File: src/hw/rtl/cco_pkg.sv
// Shared types and constants for the cursor overlay compositor.
// Used by cco_front, cco_queue, cco_back and the top level.
package cco_pkg;

    // Cursor image store
    localparam int IMG_ENTRIES = 256;
    localparam int IMG_AW      = $clog2(IMG_ENTRIES);

    // Screen coordinates
    localparam int COORD_LIMIT = 1024;
    localparam int COORD_W     = 10;
    localparam int SCR_W       = 11;
    localparam int MV_W        = 18;

    // Cursor size
    localparam int CURSOR_MAX = 16;
    localparam int CUR_SW     = 5;
    localparam int CUR_IW     = $clog2(CURSOR_MAX);
    localparam int ASUM_W     = CUR_IW + CUR_SW;

    // Config registers
    localparam int CFG_IW = 2;
    localparam int CFG_DW = 11;
    localparam logic [CFG_IW-1:0] REG_SCREEN_WIDTH  = 2'd0;
    localparam logic [CFG_IW-1:0] REG_SCREEN_HEIGHT = 2'd1;
    localparam logic [CFG_IW-1:0] REG_CURSOR_WIDTH  = 2'd2;
    localparam logic [CFG_IW-1:0] REG_CURSOR_HEIGHT = 2'd3;

    localparam logic [SCR_W-1:0]  SCREEN_WIDTH_RST  = 11'd640;
    localparam logic [SCR_W-1:0]  SCREEN_HEIGHT_RST = 11'd480;
    localparam logic [CUR_SW-1:0] CURSOR_WIDTH_RST  = 5'd10;
    localparam logic [CUR_SW-1:0] CURSOR_HEIGHT_RST = 5'd16;

    // Queue
    localparam int Q_DEPTH = 4;
    localparam int Q_AW    = $clog2(Q_DEPTH);

    typedef enum logic [1:0] {
        OP_PIXEL = 2'd0,
        OP_LOAD  = 2'd1,
        OP_MOVE  = 2'd2
    } op_t;

    typedef enum logic [1:0] {
        EK_PIXEL  = 2'd0,
        EK_LOAD   = 2'd1,
        EK_REPORT = 2'd2
    } ekind_t;

    localparam logic RK_PIXEL  = 1'b0;
    localparam logic RK_REPORT = 1'b1;

    // One classified item between front and back
    typedef struct packed {
        ekind_t               kind;
        logic                 hit;
        logic [IMG_AW-1:0]    addr;
        logic [7:0]           color;   // background color, or image value on a load
        logic [COORD_W-1:0]   cur_x;
        logic [COORD_W-1:0]   cur_y;
        logic                 moved;
    } entry_t;

endpackage

File: src/hw/rtl/cco_front.sv
// Front end: config registers, cursor position, item classification.
// Depends on cco_pkg; feeds cco_queue.
module cco_front (
    input  logic                         aclk,
    input  logic                         aresetn,
    input  logic                         cfg_we,
    input  logic [cco_pkg::CFG_IW-1:0]   cfg_index,
    input  logic [cco_pkg::CFG_DW-1:0]   cfg_wdata,
    input  logic                         s_valid,
    output logic                         s_ready,
    input  logic [1:0]                   s_operation,
    input  logic [9:0]                   s_pixel_x,
    input  logic [9:0]                   s_pixel_y,
    input  logic [7:0]                   s_color_in,
    input  logic [7:0]                   s_image_index,
    input  logic [7:0]                   s_image_value,
    input  logic signed [15:0]           s_move_dx,
    input  logic signed [15:0]           s_move_dy,
    input  logic                         q_full,
    output logic                         q_push,
    output cco_pkg::entry_t              q_entry
);

    logic [cco_pkg::SCR_W-1:0]   scr_w_reg, scr_h_reg;
    logic [cco_pkg::CUR_SW-1:0]  cur_w_reg, cur_h_reg;
    logic [cco_pkg::COORD_W-1:0] pos_x_reg, pos_x_next;
    logic [cco_pkg::COORD_W-1:0] pos_y_reg, pos_y_next;

    logic [cco_pkg::SCR_W-1:0]   sw_eff, sh_eff;
    logic [cco_pkg::COORD_W-1:0] sw_m1, sh_m1;
    logic [cco_pkg::CUR_SW-1:0]  cw_eff, ch_eff;
    logic [cco_pkg::COORD_W-1:0] dx, dy;
    logic                        on_screen, in_x, in_y;
    logic [cco_pkg::ASUM_W-1:0]  addr_sum;
    logic signed [cco_pkg::MV_W-1:0] sum_x, sum_y;
    logic [cco_pkg::COORD_W-1:0] nx, ny;
    logic                        accept;

    always_ff @(posedge aclk) begin
        if (!aresetn) begin
            scr_w_reg <= cco_pkg::SCREEN_WIDTH_RST;
            scr_h_reg <= cco_pkg::SCREEN_HEIGHT_RST;
            cur_w_reg <= cco_pkg::CURSOR_WIDTH_RST;
            cur_h_reg <= cco_pkg::CURSOR_HEIGHT_RST;
        end else if (cfg_we) begin
            case (cfg_index)
                cco_pkg::REG_SCREEN_WIDTH:  scr_w_reg <= cfg_wdata;
                cco_pkg::REG_SCREEN_HEIGHT: scr_h_reg <= cfg_wdata;
                cco_pkg::REG_CURSOR_WIDTH:  cur_w_reg <= cfg_wdata[cco_pkg::CUR_SW-1:0];
                cco_pkg::REG_CURSOR_HEIGHT: cur_h_reg <= cfg_wdata[cco_pkg::CUR_SW-1:0];
                default: begin
                end
            endcase
        end
    end

    // Saturate sizes into their legal ranges
    always_comb begin
        if (scr_w_reg == '0)
            sw_eff = cco_pkg::SCR_W'(1);
        else if (scr_w_reg > cco_pkg::SCR_W'(cco_pkg::COORD_LIMIT))
            sw_eff = cco_pkg::SCR_W'(cco_pkg::COORD_LIMIT);
        else
            sw_eff = scr_w_reg;
        if (scr_h_reg == '0)
            sh_eff = cco_pkg::SCR_W'(1);
        else if (scr_h_reg > cco_pkg::SCR_W'(cco_pkg::COORD_LIMIT))
            sh_eff = cco_pkg::SCR_W'(cco_pkg::COORD_LIMIT);
        else
            sh_eff = scr_h_reg;
        cw_eff = (cur_w_reg > cco_pkg::CUR_SW'(cco_pkg::CURSOR_MAX)) ?
                 cco_pkg::CUR_SW'(cco_pkg::CURSOR_MAX) : cur_w_reg;
        ch_eff = (cur_h_reg > cco_pkg::CUR_SW'(cco_pkg::CURSOR_MAX)) ?
                 cco_pkg::CUR_SW'(cco_pkg::CURSOR_MAX) : cur_h_reg;
    end

    assign sw_m1 = cco_pkg::COORD_W'(sw_eff - cco_pkg::SCR_W'(1));
    assign sh_m1 = cco_pkg::COORD_W'(sh_eff - cco_pkg::SCR_W'(1));

    // Pixel classification
    assign dx        = s_pixel_x - pos_x_reg;
    assign dy        = s_pixel_y - pos_y_reg;
    assign on_screen = (cco_pkg::SCR_W'(s_pixel_x) < sw_eff) &&
                       (cco_pkg::SCR_W'(s_pixel_y) < sh_eff);
    assign in_x      = (s_pixel_x >= pos_x_reg) && (dx < cco_pkg::COORD_W'(cw_eff));
    assign in_y      = (s_pixel_y >= pos_y_reg) && (dy < cco_pkg::COORD_W'(ch_eff));
    assign addr_sum  = cco_pkg::ASUM_W'(dy[cco_pkg::CUR_IW-1:0]) *
                       cco_pkg::ASUM_W'(cw_eff) +
                       cco_pkg::ASUM_W'(dx[cco_pkg::CUR_IW-1:0]);

    // Motion: signed add, then clamp to 0..size-1
    assign sum_x = $signed(cco_pkg::MV_W'(pos_x_reg)) + cco_pkg::MV_W'(s_move_dx);
    assign sum_y = $signed(cco_pkg::MV_W'(pos_y_reg)) + cco_pkg::MV_W'(s_move_dy);

    always_comb begin
        if (sum_x < 0)
            nx = '0;
        else if (sum_x > $signed(cco_pkg::MV_W'(sw_m1)))
            nx = sw_m1;
        else
            nx = cco_pkg::COORD_W'(sum_x);
        if (sum_y < 0)
            ny = '0;
        else if (sum_y > $signed(cco_pkg::MV_W'(sh_m1)))
            ny = sh_m1;
        else
            ny = cco_pkg::COORD_W'(sum_y);
    end

    assign s_ready = !q_full;
    assign accept  = s_valid && s_ready;

    always_comb begin
        q_push         = 1'b0;
        q_entry.kind   = cco_pkg::EK_PIXEL;
        q_entry.hit    = on_screen && in_x && in_y;
        q_entry.addr   = cco_pkg::IMG_AW'(addr_sum);
        q_entry.color  = s_color_in;
        q_entry.cur_x  = nx;
        q_entry.cur_y  = ny;
        q_entry.moved  = (nx != pos_x_reg) || (ny != pos_y_reg);
        pos_x_next     = pos_x_reg;
        pos_y_next     = pos_y_reg;
        case (s_operation)
            cco_pkg::OP_PIXEL: begin
                q_push = accept;
            end
            cco_pkg::OP_LOAD: begin
                q_push        = accept;
                q_entry.kind  = cco_pkg::EK_LOAD;
                q_entry.addr  = cco_pkg::IMG_AW'(s_image_index);
                q_entry.color = s_image_value;
            end
            cco_pkg::OP_MOVE: begin
                q_push       = accept;
                q_entry.kind = cco_pkg::EK_REPORT;
                if (accept) begin
                    pos_x_next = nx;
                    pos_y_next = ny;
                end
            end
            default: begin
            end
        endcase
    end

    always_ff @(posedge aclk) begin
        if (!aresetn) begin
            pos_x_reg <= '0;
            pos_y_reg <= '0;
        end else begin
            pos_x_reg <= pos_x_next;
            pos_y_reg <= pos_y_next;
        end
    end

endmodule

File: src/hw/rtl/cco_queue.sv
// Short FIFO of classified items between front and back.
// Depends on cco_pkg for the entry type and depth.
module cco_queue (
    input  logic             aclk,
    input  logic             aresetn,
    input  logic             push,
    input  cco_pkg::entry_t  push_entry,
    output logic             full,
    input  logic             pop,
    output logic             head_valid,
    output cco_pkg::entry_t  head_entry
);

    cco_pkg::entry_t           mem_reg [cco_pkg::Q_DEPTH];
    logic [cco_pkg::Q_AW-1:0]  wr_ptr_reg, rd_ptr_reg;
    logic [cco_pkg::Q_AW:0]    count_reg, count_next;

    assign full       = (count_reg == (cco_pkg::Q_AW+1)'(cco_pkg::Q_DEPTH));
    assign head_valid = (count_reg != '0);
    assign head_entry = mem_reg[rd_ptr_reg];

    always_comb begin
        count_next = count_reg;
        if (push && !pop)
            count_next = count_reg + 1'b1;
        else if (pop && !push)
            count_next = count_reg - 1'b1;
    end

    always_ff @(posedge aclk) begin
        if (push)
            mem_reg[wr_ptr_reg] <= push_entry;
    end

    always_ff @(posedge aclk) begin
        if (!aresetn) begin
            wr_ptr_reg <= '0;
            rd_ptr_reg <= '0;
            count_reg  <= '0;
        end else begin
            if (push)
                wr_ptr_reg <= wr_ptr_reg + 1'b1;
            if (pop)
                rd_ptr_reg <= rd_ptr_reg + 1'b1;
            count_reg <= count_next;
        end
    end

endmodule

File: src/hw/rtl/cco_back.sv
// Back end: cursor image store, compositing and the output register.
// Depends on cco_pkg; drains cco_queue.
module cco_back (
    input  logic             aclk,
    input  logic             aresetn,
    input  logic             q_valid,
    input  cco_pkg::entry_t  q_entry,
    output logic             q_pop,
    output logic             m_valid,
    input  logic             m_ready,
    output logic             m_result_kind,
    output logic [7:0]       m_color_out,
    output logic [9:0]       m_cursor_x,
    output logic [9:0]       m_cursor_y,
    output logic             m_cursor_moved
);

    logic [7:0]                  img_mem [cco_pkg::IMG_ENTRIES];
    logic [cco_pkg::IMG_ENTRIES-1:0] img_vld_reg;
    logic [7:0]                  img_rd_reg;
    logic                        s1_ivld_reg;
    logic                        s1_valid_reg;
    cco_pkg::entry_t             s1_ent_reg;
    logic                        m_valid_reg;
    logic                        m_kind_reg;
    logic [7:0]                  m_color_reg;
    logic [9:0]                  m_x_reg, m_y_reg;
    logic                        m_moved_reg;
    logic                        s1_adv, s1_free, is_load;
    logic [7:0]                  pix_color;

    assign s1_adv  = s1_valid_reg && (!m_valid_reg || m_ready);
    assign s1_free = !s1_valid_reg || s1_adv;
    assign q_pop   = q_valid && s1_free;
    assign is_load = (q_entry.kind == cco_pkg::EK_LOAD);

    // Image store; unwritten entries read as transparent via the valid bits
    always_ff @(posedge aclk) begin
        if (q_pop && is_load)
            img_mem[q_entry.addr] <= q_entry.color;
        if (q_pop)
            img_rd_reg <= img_mem[q_entry.addr];
    end

    always_ff @(posedge aclk) begin
        if (!aresetn)
            img_vld_reg <= '0;
        else if (q_pop && is_load)
            img_vld_reg[q_entry.addr] <= 1'b1;
    end

    always_ff @(posedge aclk) begin
        if (q_pop) begin
            s1_ent_reg  <= q_entry;
            s1_ivld_reg <= img_vld_reg[q_entry.addr];
        end
    end

    always_ff @(posedge aclk) begin
        if (!aresetn)
            s1_valid_reg <= 1'b0;
        else if (s1_free)
            s1_valid_reg <= q_pop && !is_load;
    end

    assign pix_color = (s1_ent_reg.hit && s1_ivld_reg && img_rd_reg != 8'd0) ?
                       img_rd_reg : s1_ent_reg.color;

    always_ff @(posedge aclk) begin
        if (s1_adv) begin
            if (s1_ent_reg.kind == cco_pkg::EK_REPORT) begin
                m_kind_reg  <= cco_pkg::RK_REPORT;
                m_color_reg <= '0;
                m_x_reg     <= s1_ent_reg.cur_x;
                m_y_reg     <= s1_ent_reg.cur_y;
                m_moved_reg <= s1_ent_reg.moved;
            end else begin
                m_kind_reg  <= cco_pkg::RK_PIXEL;
                m_color_reg <= pix_color;
                m_x_reg     <= '0;
                m_y_reg     <= '0;
                m_moved_reg <= 1'b0;
            end
        end
    end

    always_ff @(posedge aclk) begin
        if (!aresetn)
            m_valid_reg <= 1'b0;
        else if (s1_adv)
            m_valid_reg <= 1'b1;
        else if (m_ready)
            m_valid_reg <= 1'b0;
    end

    assign m_valid        = m_valid_reg;
    assign m_result_kind  = m_kind_reg;
    assign m_color_out    = m_color_reg;
    assign m_cursor_x     = m_x_reg;
    assign m_cursor_y     = m_y_reg;
    assign m_cursor_moved = m_moved_reg;

endmodule

File: src/hw/rtl/cursor_overlay_compositor.sv
// Cursor overlay compositor, top level: front, queue and back.
// Depends on cco_pkg, cco_front, cco_queue and cco_back.
//
// Items enter on the s_ channel (valid/ready). A pixel item returns one
// composited pixel; a motion item updates the cursor position and returns a
// position report; a load item writes one cursor image entry and returns
// nothing. Results leave on the m_ channel (valid/ready) in input order.
// Registers 0..3 (screen width/height, cursor width/height) are written by the
// user through cfg_we/cfg_index/cfg_wdata only while no item is in flight; the
// block does not enforce this. A pixel or motion item is registered in the
// 4-entry queue, then in stage 1 and in the output register. One item per
// cycle is sustained while m_ready holds. The input keeps taking items while
// the receiver stalls until the queue fills, then s_ready drops. Reset clears
// the position, restores the default sizes and marks every image entry
// transparent at once; items are taken right after.
module cursor_overlay_compositor (
    input  logic                         aclk,
    input  logic                         aresetn,
    input  logic                         cfg_we,
    input  logic [cco_pkg::CFG_IW-1:0]   cfg_index,
    input  logic [cco_pkg::CFG_DW-1:0]   cfg_wdata,
    input  logic                         s_valid,
    output logic                         s_ready,
    input  logic [1:0]                   s_operation,
    input  logic [9:0]                   s_pixel_x,
    input  logic [9:0]                   s_pixel_y,
    input  logic [7:0]                   s_color_in,
    input  logic [7:0]                   s_image_index,
    input  logic [7:0]                   s_image_value,
    input  logic signed [15:0]           s_move_dx,
    input  logic signed [15:0]           s_move_dy,
    output logic                         m_valid,
    input  logic                         m_ready,
    output logic                         m_result_kind,
    output logic [7:0]                   m_color_out,
    output logic [9:0]                   m_cursor_x,
    output logic [9:0]                   m_cursor_y,
    output logic                         m_cursor_moved
);

    logic            q_push, q_full, q_pop, q_valid;
    cco_pkg::entry_t q_in, q_head;

    cco_front u_front (
        .aclk          (aclk),
        .aresetn       (aresetn),
        .cfg_we        (cfg_we),
        .cfg_index     (cfg_index),
        .cfg_wdata     (cfg_wdata),
        .s_valid       (s_valid),
        .s_ready       (s_ready),
        .s_operation   (s_operation),
        .s_pixel_x     (s_pixel_x),
        .s_pixel_y     (s_pixel_y),
        .s_color_in    (s_color_in),
        .s_image_index (s_image_index),
        .s_image_value (s_image_value),
        .s_move_dx     (s_move_dx),
        .s_move_dy     (s_move_dy),
        .q_full        (q_full),
        .q_push        (q_push),
        .q_entry       (q_in)
    );

    cco_queue u_queue (
        .aclk       (aclk),
        .aresetn    (aresetn),
        .push       (q_push),
        .push_entry (q_in),
        .full       (q_full),
        .pop        (q_pop),
        .head_valid (q_valid),
        .head_entry (q_head)
    );

    cco_back u_back (
        .aclk           (aclk),
        .aresetn        (aresetn),
        .q_valid        (q_valid),
        .q_entry        (q_head),
        .q_pop          (q_pop),
        .m_valid        (m_valid),
        .m_ready        (m_ready),
        .m_result_kind  (m_result_kind),
        .m_color_out    (m_color_out),
        .m_cursor_x     (m_cursor_x),
        .m_cursor_y     (m_cursor_y),
        .m_cursor_moved (m_cursor_moved)
    );

    a_no_overflow: assert property (@(posedge aclk) disable iff (!aresetn)
        q_push |-> !q_full)
        else $error("queue push while full");

    a_no_underflow: assert property (@(posedge aclk) disable iff (!aresetn)
        q_pop |-> q_valid)
        else $error("queue pop while empty");

    a_report_fields: assert property (@(posedge aclk) disable iff (!aresetn)
        (m_valid && m_result_kind == cco_pkg::RK_REPORT) |-> m_color_out == 8'd0)
        else $error("position report carries a color");

    a_pixel_fields: assert property (@(posedge aclk) disable iff (!aresetn)
        (m_valid && m_result_kind == cco_pkg::RK_PIXEL) |->
        (m_cursor_x == 10'd0 && m_cursor_y == 10'd0 && !m_cursor_moved))
        else $error("pixel result carries position fields");

endmodule
File: config.mk
export PLATFORM = sky130hd
export DESIGN_NAME = cursor_overlay_compositor
export DESIGN_NICKNAME = d
export VERILOG_FILES = /design/src/hw/rtl/cco_pkg.sv /design/src/hw/rtl/cco_front.sv /design/src/hw/rtl/cco_queue.sv /design/src/hw/rtl/cco_back.sv /design/src/hw/rtl/cursor_overlay_compositor.sv
export SDC_FILE = /design/constraint.sdc
export NUM_CORES = 2
export LEC_CHECK = 0
export BUFFER_PORTS_ARGS = -buffer_cell sky130_fd_sc_hd__buf_2
export CAP_MARGIN = 10
export CORE_UTILIZATION = 30
export CTS_BUF_LIST = sky130_fd_sc_hd__clkbuf_8
export CTS_CLUSTER_SIZE = 40
export DETAILED_ROUTE_END_ITERATION = 6
export GPL_TIMING_DRIVEN = 0
export PLACE_DENSITY_LB_ADDON = 0.08
export SETUP_SLACK_MARGIN = 0.2
export SLEW_MARGIN = 15
export SYNTH_ARGS = -nofsm -noshare
export SYNTH_HDL_FRONTEND = slang
export SYNTH_HIERARCHICAL = 1
export SYNTH_SLANG_ARGS = --single-unit
File: constraint.sdc
create_clock -name aclk -period 8.7 [get_ports aclk]
set_clock_uncertainty 0.05 [all_clocks]
set_input_delay 1.74 -clock aclk [delete_from_list [all_inputs] [get_ports aclk]]
set_output_delay 1.74 -clock aclk [all_outputs]
set_load 0.02 [all_outputs]
* Yosys cells after proc, flatten, opt, wreduce, memory -nomap -nowiden
Memories as Yosys holds them, arrays and structs flattened. A register that Yosys moved wholly into a read port is not among the register bits. Index checks and enable logic that the tools add are counted.
Operators by class: shift-type cells 0, add/sub/neg operators 11, eq/ne operators 10, multiplexer cells 29, reductions and logical operators 38, div/mod/pow operators 0, multiply operators 1, bitwise operators 1, magnitude comparators 16
Operators by type and width (count):
- bitwise OR 256 bit | 1
- two-way mux 11 bit | 4
- two-way mux 10 bit | 4
- adder 11 x 16 -> 17 bit | 2
- greater-than comparator 17 x 11 -> 1 bit | 2
- < comparator 17 x 1 -> 1 bit, second input constant | 2
- greater-than comparator 11 bit, second input constant | 2
- zero test 11 bit | 2
- < comparator 10 x 11 -> 1 bit | 2
- greater-or-equal comparator 10 bit | 2
- < comparator 10 x 5 -> 1 bit | 2
- inequality test 10 bit | 2
- subtractor 10 x 1 -> 10 bit, second input constant | 2
- subtractor 10 bit | 2
- two-way mux 16 bit | 1
- logical AND 1 bit | 15
- greater-than comparator 5 bit, second input constant | 2
- two-way mux 1 bit | 10
- two-way mux 5 bit | 2
- AND reduction 2 bit | 5
- < comparator 8 x 9 -> 1 bit, second input constant | 1
- adder 8 x 4 -> 8 bit | 1
- binary-select mux 1 bit (select 8 bit) | 1
- demux 1 bit (select 8 bit) | 1
- other kinds (19) | 36
Storage, ports and cells: bits in latches 0, memories kept 2, bits in writable memories 2208, logic and storage cells 132, bits of input ports 96, ROM bits 0, register bits after elaboration 380
Memories:
- u_back.img_mem | depth 256, bits a word 8, rd ports 1, clocked after Yosys merged registers in 1, wr ports 1, RTL line cco_back.sv:18 | logic [7:0] img_mem [cco_pkg::IMG_ENTRIES];
- u_queue.mem_reg | depth 4, bits a word 40, rd ports 1, clocked after Yosys merged registers in 1, wr ports 1, RTL line cco_queue.sv:14 | cco_pkg::entry_t mem_reg [cco_pkg::Q_DEPTH];

* Longest topological paths before layout
depth in word-level cells 9, mapped depth 21

* Modules after synthesis
Netlist, hierarchy kept.
Modules (own cells, without submodules):
- cco_back | area an instance 89683.5 um^2, cells each 4323, times used 1
- cco_front | area an instance 7330.8 um^2, cells each 962, times used 1
- cco_queue | area an instance 6263.5 um^2, cells each 252, times used 1

* Least setup slack after synthesis
No wires, ideal clock.
path type input -> register, from in s_move_dy[0], to mem u_queue/mem_reg[0][0] (netlist bit), data pin, setup slack 2.612 ns, stages on the path 19, data arrival time 5.752 ns, data required time 8.364 ns, library setup time 0.286 ns, cell sequence ha_1 -> fa_1 -> a211oi_2 -> o21bai_2 -> a2111oi_0 -> nor3_1 -> xor2_1 -> ha_1 -> o21ai_0 -> o21ai_0 -> a2111oi_0 -> o22a_1 -> and4_4 -> buf_6 -> nand3_1 -> and3_1 -> or4b_1 -> nor4_1 -> nand3_1
RTL lines:
- start: declaration | RTL line cursor_overlay_compositor.sv:31 | input logic signed [15:0] s_move_dy,
- end: declaration | RTL line cco_queue.sv:14

==> qor.csv <==
metric,value,unit
setup_viol,0,
p_total,38.9,mW
syn_area_per_cell,18.7,sq um
syn-num-nets,5756,
pre_cts_slack,0.603,ns
clk_pin_slew_worst_paths,0.06,ns
dr.pass1.iters,6,
timing.final.ws_setup,1.87,ns
drt.antenna.violating_nets,0,
cts_buffers,456,
nNetsFinal,6413,
pwr_density_cell,324,mW/mm^2
syn-cell-area,0.103,sq mm
dpl.hpwl,245000,microns
crit_path_end_kind,flip-flop,
finalHoldViolations,0,
post-route-util,0.351,
gr-usage-met3,0.0339,
p_leak,38.7,nW
largest_register_ffs,2048,
wire_per_inst,31.6,microns
tightestPinTransition,1.36,ns
start_kind,primary input,
setup-tns-final,0,ns
hp-class,reg2reg,
fp-row-count,215,
grt.busiest_layer,met2,
ys_seq_area_frac,0.724,
cts_resized,0,
cts_tree,done,
cts_max_level,5,
route.detailed.drc,0,
grt_pass1_wl,480000,microns
gr-total-overflow,0,
whs,0.408,ns
synth_edf_count,2279,
clock_sinks,2598,
hold_buffers,0,
rsz0062_at_grt,no,
max_freq,147,MHz
synthToLayoutAreaGrowth,16.4,%
synthFlopType,edfxtp_1,
core,0.343,sq mm
timing.final.crit_share,0.785,
async_flop_share,0,
fillers,32600,
crit_type,in2reg,
status,"finished, final reports clean",
postCtsSetupBuffers,0,
grt_pass1_vias,58100,
grtUsageMet2,0.328,
worstPathMaxFanout,10,
multi_input_area,0.0269,sq mm
synthCells,5537,
yosysWarnings,6,
worstPathRequired,9.40,ns
crit_chain,buf_2 -> ha_1 -> fa_1 -> a211oi_2 -> o21bai_2 -> a2111oi_0 -> nor3_1 -> xor2_1 -> ha_1 -> o21ai_0 -> o21ai_0 -> a2111oi_0 -> o22a_1 -> and4_4 -> buf_6 -> nand2_1 -> a211oi_2 -> xnor2_1 -> nor4b_1 -> nand3_1,
start_util,0.301,
slew_viol_final,0,
maxCapViolCount,0,
via_per_inst,5.07,
drive_gt1_frac,0.242,
groute.usage.overall,0.200,
relSlewSlack,0.0921,
grt_use_met1,0.273,
ys_types,87,
vdd_drop_max,0.147,mV
place.gp.congestion,0.876,
wl,352000,microns
die_h,589,microns
io-pin-count,128,
ys_ff_latch,2598,
clock_latency,1.14,ns
die_x,589,microns
grt_antenna_before_repair,42,
clock_path_buffers,4,
cp.arrival,7.53,ns
drt_iter0_markers,4834,
dieArea,0.347,sq mm
vias,56600,
cpPeakStageDelay,0.76,ns
seq_area,0.0748,sq mm
fin_crit,6.83,ns
clock-root-buffer,clkbuf_8,
critPathSlowestCell,a2111oi_0,
grt_max_degree,69,
portBuffers,126,
## worst max-delay path, delay by kind of cell
family          cells  cell delay (ns)
xor+xnor            2             0.42
buf+inv             2             0.24
fa+ha+maj           3             0.98
compound gates      8             2.65
simple gates        5             1.50
## routing by layer
metal  up-vias  share of wire
li1      24100              -
met2      1713           0.48
met3       539          0.054
met1     30300           0.44
met4        12          0.031
met5         -        0.00022
## cells in the final DEF, fill, tap and decap left out, types with 14 or more instances in the layout
cell         n
nor2_2      24
a22oi_1    288
buf_1       28
o21ai_0     40
clkbuf_1   169
nand2b_1    23
a21oi_1    200
buf_2      181
nand3_1     31
nor2b_1     31
inv_1      257
clkinv_1    83
edfxtp_1  2279
a21boi_0    42
nand4_1     26
clkinv_2    40
buf_12      35
buf_4       24
mux4_2     608
xor2_1      18
xnor2_1     30
o21a_1     264
nor3_1      18
buf_16      34
clkbuf_2    33
a21o_1      24
o41ai_1     38
a211oi_1    14
nand2_1    181
clkbuf_8   496
mux2i_1     22
ha_1       110
nor2_1     282
dfxtp_1    319
and2_1      36
## cell type report
cell class | count | area share
Sequential cell | 2598 | 0.622
Multi-Input combinational cell | 2556 | 0.224
Clock buffer | 496 | 0.0568
Tap cell | 4557 | 0.0474
Timing Repair Buffer | 199 | 0.0190
Clock inverter | 355 | 0.0158
Buffer | 317 | 0.0125
Inverter | 66 | 0.00206
Antenna cell | 11 | 0.000229
## path summary, 6_finish.rpt
check / from / depth (start not counted) / to / slack (ns)
setup / recovery: s_move_dy[0] / 20 / u_queue/mem_reg[1][0] / 1.87
hold / removal: u_back/img_vld_reg[34] / 1 / u_back/img_vld_reg[34] / 0.41
setup reg to reg: u_front/scr_h_reg[3] / 19 / u_queue/mem_reg[1][0] / 2.17
hold reg to reg: u_back/img_vld_reg[34] / 1 / u_back/img_vld_reg[34] / 0.41
## where the power goes
| group | leakage (nW) | switching (mW) | internal (mW) |
|---|---|---|---|
| combinational | 10.5 | 8.66 | 3.92 |
| clock | 5.15 | 5.22 | 5.63 |
| sequential | 23.1 | 0.155 | 15.3 |
| total | 38.7 | 14.0 | 24.9 |
## cells by family after synthesis
family          Yosys count  share of synthesized area
compound gates          993                     0.0678
xor+xnor                 48                    0.00407
fa+ha+maj               123                     0.0158
buf+inv                 383                     0.0165
flops                  2598                      0.724
mux                     651                      0.138
simple gates            741                     0.0334
## stage by stage
step / area [sq um] / cells
final: 120000 / 11200
after global routing: 120000 / 11200
after detailed placement: 111000 / 10300
after floorplan: 103000 / 5537
after global placement: 110000 / 10200
after CTS: 120000 / 11100
## Yosys cell counts (38+ instances only)
cell type	count	area [sq um]
inv_1	66	248
nor2_1	306	1150
and2_1	40	250
o41ai_1	38	333
mux4_2	616	13900
a21boi_0	42	315
ha_1	110	1380
a22oi_1	288	2160
o21a_1	264	1980
dfxtp_1	319	6390
buf_2	52	260
a21oi_1	201	1010
clkbuf_1	200	751
edfxtp_1	2279	68400
nand2_1	181	679
o21ai_0	40	200
No activity file was read; power rests on OpenSTA's default activity.
